**config.mk**
```make
export PLATFORM = sky130hd
export DESIGN_NAME = dmx512_channel_capture_core
export DESIGN_NICKNAME = d
export VERILOG_FILES = /design/src/design/dmxcc_pkg.sv /design/src/design/dmxcc_fsm.sv /design/src/design/dmx512_channel_capture_core.sv
export SDC_FILE = /design/constraint.sdc
export NUM_CORES = 1
export LEC_CHECK = 0
export BUFFER_PORTS_ARGS = -buffer_cell sky130_fd_sc_hd__buf_2
export CAP_MARGIN = 20
export CORE_MARGIN = 2
export CORE_UTILIZATION = 55
export DETAILED_ROUTE_END_ITERATION = 16
export GPL_TIMING_DRIVEN = 0
export PLACE_DENSITY = 0.83
export SYNTH_ARGS = -nofsm -noshare
export SYNTH_HDL_FRONTEND = slang
export SYNTH_HIERARCHICAL = 1
export SYNTH_SLANG_ARGS = --single-unit
```
**constraint.sdc**
```tcl
create_clock -name clk -period 9.35 [get_ports clk]
set_input_delay 0.4675 -clock clk [delete_from_list [all_inputs] [get_ports clk]]
set_output_delay 0.4675 -clock clk [all_outputs]
set_load 0.01 [all_outputs]
```
**src/design/dmxcc_pkg.sv**
```systemverilog
package dmxcc_pkg;

  localparam int unsigned SLOT_W     = 10;
  localparam int unsigned INDEX_W    = 9;
  localparam int unsigned DATA_W     = 8;
  localparam int unsigned OUT_TDATA_W = 24;

  typedef enum logic [1:0] {
    PHASE_IDLE    = 2'd0,
    PHASE_BREAK   = 2'd1,
    PHASE_SEEK    = 2'd2,
    PHASE_CAPTURE = 2'd3
  } phase_t;

  typedef struct packed {
    logic               frame_done;
    logic [DATA_W-1:0]  channel_value;
    logic [INDEX_W-1:0] channel_index;
  } result_t;

endpackage

```
**src/design/dmxcc_fsm.sv**
```systemverilog
module dmxcc_fsm #(
  parameter int unsigned CHANNELS = 9
) (
  input  logic                         clk,
  input  logic                         rst,
  input  logic                         accept,
  input  logic [dmxcc_pkg::DATA_W-1:0] rx_byte,
  input  logic                         framing_error,
  input  logic [dmxcc_pkg::SLOT_W-1:0] start_address,
  output logic                         res_valid,
  output dmxcc_pkg::result_t           res
);

  localparam logic [dmxcc_pkg::SLOT_W-1:0] CH_COUNT = dmxcc_pkg::SLOT_W'(CHANNELS);

  dmxcc_pkg::phase_t                phase;
  dmxcc_pkg::phase_t                phase_next;
  logic [dmxcc_pkg::SLOT_W-1:0]     slot_counter;
  logic [dmxcc_pkg::SLOT_W-1:0]     slot_counter_next;

  logic [dmxcc_pkg::SLOT_W-1:0]     slot_dec;
  logic [dmxcc_pkg::SLOT_W-1:0]     emit_idx;
  logic [dmxcc_pkg::SLOT_W-1:0]     emit_idx_inc;
  logic                             emit_last;
  logic                             emit_now;

  assign slot_dec     = slot_counter - dmxcc_pkg::SLOT_W'(1);
  assign emit_idx     = (phase == dmxcc_pkg::PHASE_CAPTURE) ? slot_counter
                                                            : '0;
  assign emit_idx_inc = emit_idx + dmxcc_pkg::SLOT_W'(1);
  assign emit_last    = (emit_idx_inc >= CH_COUNT);
  assign emit_now     = (phase == dmxcc_pkg::PHASE_CAPTURE) ||
                        ((phase == dmxcc_pkg::PHASE_SEEK) && (slot_dec == '0));

  // next state
  always_comb begin
    phase_next        = phase;
    slot_counter_next = slot_counter;
    if (accept) begin
      if (framing_error) begin
        phase_next = dmxcc_pkg::PHASE_BREAK;
      end else begin
        case (phase)
          dmxcc_pkg::PHASE_BREAK: begin
            if (rx_byte == '0) begin
              slot_counter_next = (start_address == '0) ? dmxcc_pkg::SLOT_W'(1)
                                                        : start_address;
              phase_next        = dmxcc_pkg::PHASE_SEEK;
            end else begin
              phase_next = dmxcc_pkg::PHASE_IDLE;
            end
          end
          dmxcc_pkg::PHASE_SEEK: begin
            slot_counter_next = slot_dec;
          end
          default: ;
        endcase
        if (emit_now) begin
          if (emit_last) begin
            phase_next        = dmxcc_pkg::PHASE_IDLE;
            slot_counter_next = '0;
          end else begin
            phase_next        = dmxcc_pkg::PHASE_CAPTURE;
            slot_counter_next = emit_idx_inc;
          end
        end
      end
    end
  end

  // result
  always_comb begin
    res_valid         = accept && !framing_error && emit_now;
    res.channel_index = emit_idx[dmxcc_pkg::INDEX_W-1:0];
    res.channel_value = rx_byte;
    res.frame_done    = emit_last;
  end

  always_ff @(posedge clk) begin
    if (rst) begin
      phase        <= dmxcc_pkg::PHASE_IDLE;
      slot_counter <= '0;
    end else begin
      phase        <= phase_next;
      slot_counter <= slot_counter_next;
    end
  end

`ifndef SYNTH
  a_capture_index: assert property (@(posedge clk) disable iff (rst)
    phase == dmxcc_pkg::PHASE_CAPTURE |-> (slot_counter != '0) && (slot_counter < CH_COUNT))
    else $error("capture index out of range");

  a_break_wins: assert property (@(posedge clk) disable iff (rst)
    accept && framing_error |=> phase == dmxcc_pkg::PHASE_BREAK)
    else $error("break did not restart the frame");

  a_seek_nonzero: assert property (@(posedge clk) disable iff (rst)
    phase == dmxcc_pkg::PHASE_SEEK |-> slot_counter != '0)
    else $error("slot counter empty while seeking");
`endif

endmodule

```
**src/design/dmx512_channel_capture_core.sv**
```systemverilog
// DMX512 channel capture. Each transfer on the s_ side carries one received UART byte and its
// framing-error flag (a break). After a break a zero start code arms the receiver, which then
// skips slots up to start_address and emits CHANNELS channel bytes with their index; the last
// one has tlast set. A byte is taken every clock while s_tready is high; its channel, if any, is
// registered into the output entry, or into the skid entry while the m_ side stalls. A two-entry
// output buffer keeps input and output apart, so s_tready drops only when both entries are
// held by a stalled m_ side. The user is to write start_address through cfg_* only while the block
// is idle, which the block does not enforce; start_address is sampled on each zero start code.
module dmx512_channel_capture_core #(
  parameter int unsigned CHANNELS = 9
) (
  input  logic                              clk,
  input  logic                              rst,
  input  logic                              s_tvalid,
  output logic                              s_tready,
  input  logic [7:0]                        s_tdata,   // rx_byte
  input  logic                              s_tuser,   // framing_error
  output logic                              m_tvalid,
  input  logic                              m_tready,
  output logic [dmxcc_pkg::OUT_TDATA_W-1:0] m_tdata,   // channel_index, channel_value, zeros
  output logic                              m_tlast,   // frame_done
  input  logic                              cfg_valid,
  output logic                              cfg_ready,
  input  logic [dmxcc_pkg::SLOT_W-1:0]      cfg_data
);

  localparam int unsigned PAD_W = dmxcc_pkg::OUT_TDATA_W - dmxcc_pkg::INDEX_W
                                  - dmxcc_pkg::DATA_W;

  logic [dmxcc_pkg::SLOT_W-1:0] start_address;
  logic                         in_accept;
  logic                         res_valid;
  dmxcc_pkg::result_t           res;

  logic                         out_valid;
  dmxcc_pkg::result_t           out_data;
  logic                         skid_valid;
  dmxcc_pkg::result_t           skid_data;
  logic                         out_free;

  assign cfg_ready = 1'b1;

  always_ff @(posedge clk) begin
    if (rst) begin
      start_address <= dmxcc_pkg::SLOT_W'(1);
    end else if (cfg_valid) begin
      start_address <= cfg_data;
    end
  end

  assign s_tready  = !skid_valid;
  assign in_accept = s_tvalid && s_tready;

  dmxcc_fsm #(
    .CHANNELS (CHANNELS)
  ) u_fsm (
    .clk           (clk),
    .rst           (rst),
    .accept        (in_accept),
    .rx_byte       (s_tdata),
    .framing_error (s_tuser),
    .start_address (start_address),
    .res_valid     (res_valid),
    .res           (res)
  );

  // output register plus skid entry
  assign out_free = m_tready || !out_valid;

  always_ff @(posedge clk) begin
    if (rst) begin
      out_valid  <= 1'b0;
      skid_valid <= 1'b0;
    end else if (out_free) begin
      out_valid  <= skid_valid || res_valid;
      skid_valid <= 1'b0;
    end else if (res_valid) begin
      skid_valid <= 1'b1;
    end
  end

  always_ff @(posedge clk) begin
    if (out_free) begin
      out_data <= skid_valid ? skid_data : res;
    end
    if (!out_free && res_valid) begin
      skid_data <= res;
    end
  end

  assign m_tvalid = out_valid;
  assign m_tdata  = {{PAD_W{1'b0}}, out_data.channel_value, out_data.channel_index};
  assign m_tlast  = out_data.frame_done;

`ifndef SYNTH
  a_skid_behind_out: assert property (@(posedge clk) disable iff (rst)
    skid_valid |-> out_valid)
    else $error("skid entry held without output entry");

  a_index_range: assert property (@(posedge clk) disable iff (rst)
    m_tvalid |-> ({1'b0, out_data.channel_index} < dmxcc_pkg::SLOT_W'(CHANNELS)))
    else $error("channel index beyond channel count");

  a_last_matches_index: assert property (@(posedge clk) disable iff (rst)
    m_tvalid |-> (m_tlast == ({1'b0, out_data.channel_index} ==
                              dmxcc_pkg::SLOT_W'(CHANNELS - 1))))
    else $error("frame end flag does not match channel index");
`endif

endmodule

```
==> metrics.txt <==
status=finished, final reports clean; most frequent cells in the layout=43 x buf_2, 40 x nor2_1, 36 x edfxtp_1, 24 x dfxtp_1, 18 x buf_4; Die Y=80.1 µm; initial antenna violation count=0; WP data required=9380 ps; f_max=311 MHz; Power per Cell Area=148 nW/µm²; Multi-input gate area=1380 µm²; hold slack=348 ps; Post-Syn Area per Cell=10.8 µm²; worst skew pair latency=330 ps; Syn-to-layout area delta=17.0%; fin crit share=0.343; Gate power share=0.058; fillcell total=435; Setup Skew=10.7 ps; NumNets Final=383; Design Power=550 µW; Clk pwr share=0.423; Worst Setup End Kind=flip-flop; buffers plus inverters on the worst setup path=3; setup TNS=0 ps; CP top delay family=simple AND/OR/NAND/NOR gates; share of layout cells above drive strength 1=0.306; Cell variety after synth=57; number of hold buffers added after CTS=0; slowest stage delay, CP=520 ps; DRT antenna net count=0; clk slew on worst S/H paths=70 ps; Reg power frac=0.519; total CTS buffers=9; Pins Over Slew Limit=0; Worst Setup Path Type=reg -> reg; sequential fraction of the synthesis area=0.490; Worst slew margin=0.387; Cell Area, Synth=3190 µm²; CTS root buffer=clkbuf_8; Max-Cap Viols=0; register area=1560 µm²; average routed wire per standard cell=15.5 µm; fraction of registers with async set/reset=0; Leakage=0.00154 µW; Synth Flop Type=edfxtp_1; Clock Tree Buf Depth=2; post-cts gate resize count=0; vias in the first global route=2371; Max VDD drop=0.124 mV; pin count of the biggest net entering global routing=22; Hold Vio Cnt, Final=0; Cell Int Power=434 µW; GR Overflow Total=0; Critical Path Fanout Max=13; first-pass GRT wire length=10.9 mm; post-DR vias/cell=5.46; startpoint types=flip-flop; Worst Max-Slew Pin Slew=919 ps; Die Wd=80.1 µm; Antenna Cells=0; DPL Wire Length=5.01 mm; Post-synth EDFFs=36; DRC=0; commonest non-fill, non-tap cell in the layout=buf_2; Buffers on Ports=43; YS warnings=6; initial cell density of the core=0.575; cell count after synthesis=294; worst path arrival time=3240 ps; Switch Pwr=116 µW; Seq cells post-synth=60; Clock Sink Count=60; CP max-delay cell=or4_4; Critical Path, Cell by Cell=clkbuf_1 -> or4_4 -> o41ai_2 -> o21ai_2 -> o31ai_4 -> nor2b_1 -> inv_1 -> nor2_1 -> buf_6; total track usage=0.226; Hold Crit Class=in -> reg; CTS tree=built; Die Area=6420 µm²; Switching Fraction=0.211; H-Tree Depth=3; Setup Viol. Count Final=0; Post-CTS Setup Inserts=0; core area=5540 µm²; RSZ-0062 raised after global routing=no; Final min period=3210 ps; GPL Wtd Cong=0.902; routed wire length=6.69 mm; site row count=27; 1st-iter DRT viols=134; DRT Pass-1 Iters=4; Ports=52; vias=2357
## cell type report
type,instances,area share
plain buffers,36,0.0628
flip-flops and latches,60,0.419
inverters,10,0.0101
multi-input cells,194,0.369
clock buffers,16,0.0540
repair buffers,44,0.0607
well taps,72,0.0242
## synthesized netlist by cell type, drive strengths merged (2+ instances only)
cell | number | share of area
o31ai | 3 | 0.011
nor2b | 3 | 0.0059
ha | 4 | 0.016
o31a | 3 | 0.0086
conb | 2 | 0.0024
nor2 | 40 | 0.047
a2bb2oi | 2 | 0.0055
mux2i | 9 | 0.028
or4 | 5 | 0.013
a31oi | 4 | 0.0078
and3 | 7 | 0.014
or2 | 2 | 0.0039
xor2 | 2 | 0.0055
nor4 | 6 | 0.012
inv | 10 | 0.012
nor3 | 10 | 0.017
nand2 | 12 | 0.014
nand4 | 3 | 0.0059
buf | 23 | 0.058
o41ai | 2 | 0.0079
nand2b | 5 | 0.0098
xnor2 | 7 | 0.019
mux2 | 18 | 0.084
a211o | 3 | 0.0082
a211oi | 2 | 0.0047
nand3 | 3 | 0.0047
o21ai | 8 | 0.014
dfxtp | 24 | 0.15
edfxtp | 36 | 0.34
clkbuf | 13 | 0.016
a21oi | 7 | 0.011
or3 | 2 | 0.0039
## worst paths after layout
path	slack [ps]	endpoint	cells past startpoint	startpoint
max reg2reg	6140	skid_data[6]	9	u_fsm/slot_counter[3]
min reg2reg	540	start_address[2]	2	start_address[2]
max	6140	skid_data[6]	9	u_fsm/slot_counter[3]
min	350	skid_valid	2	rst
## cell families after synthesis
| logic type | synth area share |
|---|---|
| muxes | 0.112 |
| other | 0.00236 |
| adders and majority gates | 0.0157 |
| buffers and inverters | 0.0852 |
| DFF | 0.490 |
| AOI/OAI and AO/OA | 0.104 |
| and+or+nand+nor | 0.166 |
| xor gates and xnor gates | 0.0247 |
## power groups by stage
stage | registers [µW] | clock network, µW | logic, µW
after floorplan | 292 | 0 | 19.9
after global placement | 291 | 0 | 30.3
after detailed placement | 291 | 0 | 31.7
after CTS | 286 | 235 | 31.9
after global routing | 286 | 248 | 35.4
final | 286 | 233 | 31.9
## flip-flops by register name (all words and copies together) (netlist names)
register,flops
start_address,10
u_fsm/phase,2
skid_valid,1
m_tlast,1
m_tvalid,1
m_tdata,17
u_fsm/slot_counter,10
skid_data,18
## metal layers
metal | track usage | share of wire
met2 | 0.412 | 0.53
met3 | 0.0506 | 0.038
met4 | 0.0763 | 0.0078
met1 | 0.261 | 0.42
met5 | 0 | 0
## metrics by stage
stage               worst slack, ps  utilization  cell area, µm²  instances
finish                         6140        0.673            3730        432
global route                   5910        0.673            3730        432
CTS                            6140        0.673            3730        432
detailed placement             6160        0.637            3530        416
global placement               5770        0.635            3520        415
floorplan                      6200            -            3210        300
No activity file was read; power rests on OpenSTA's default activity.
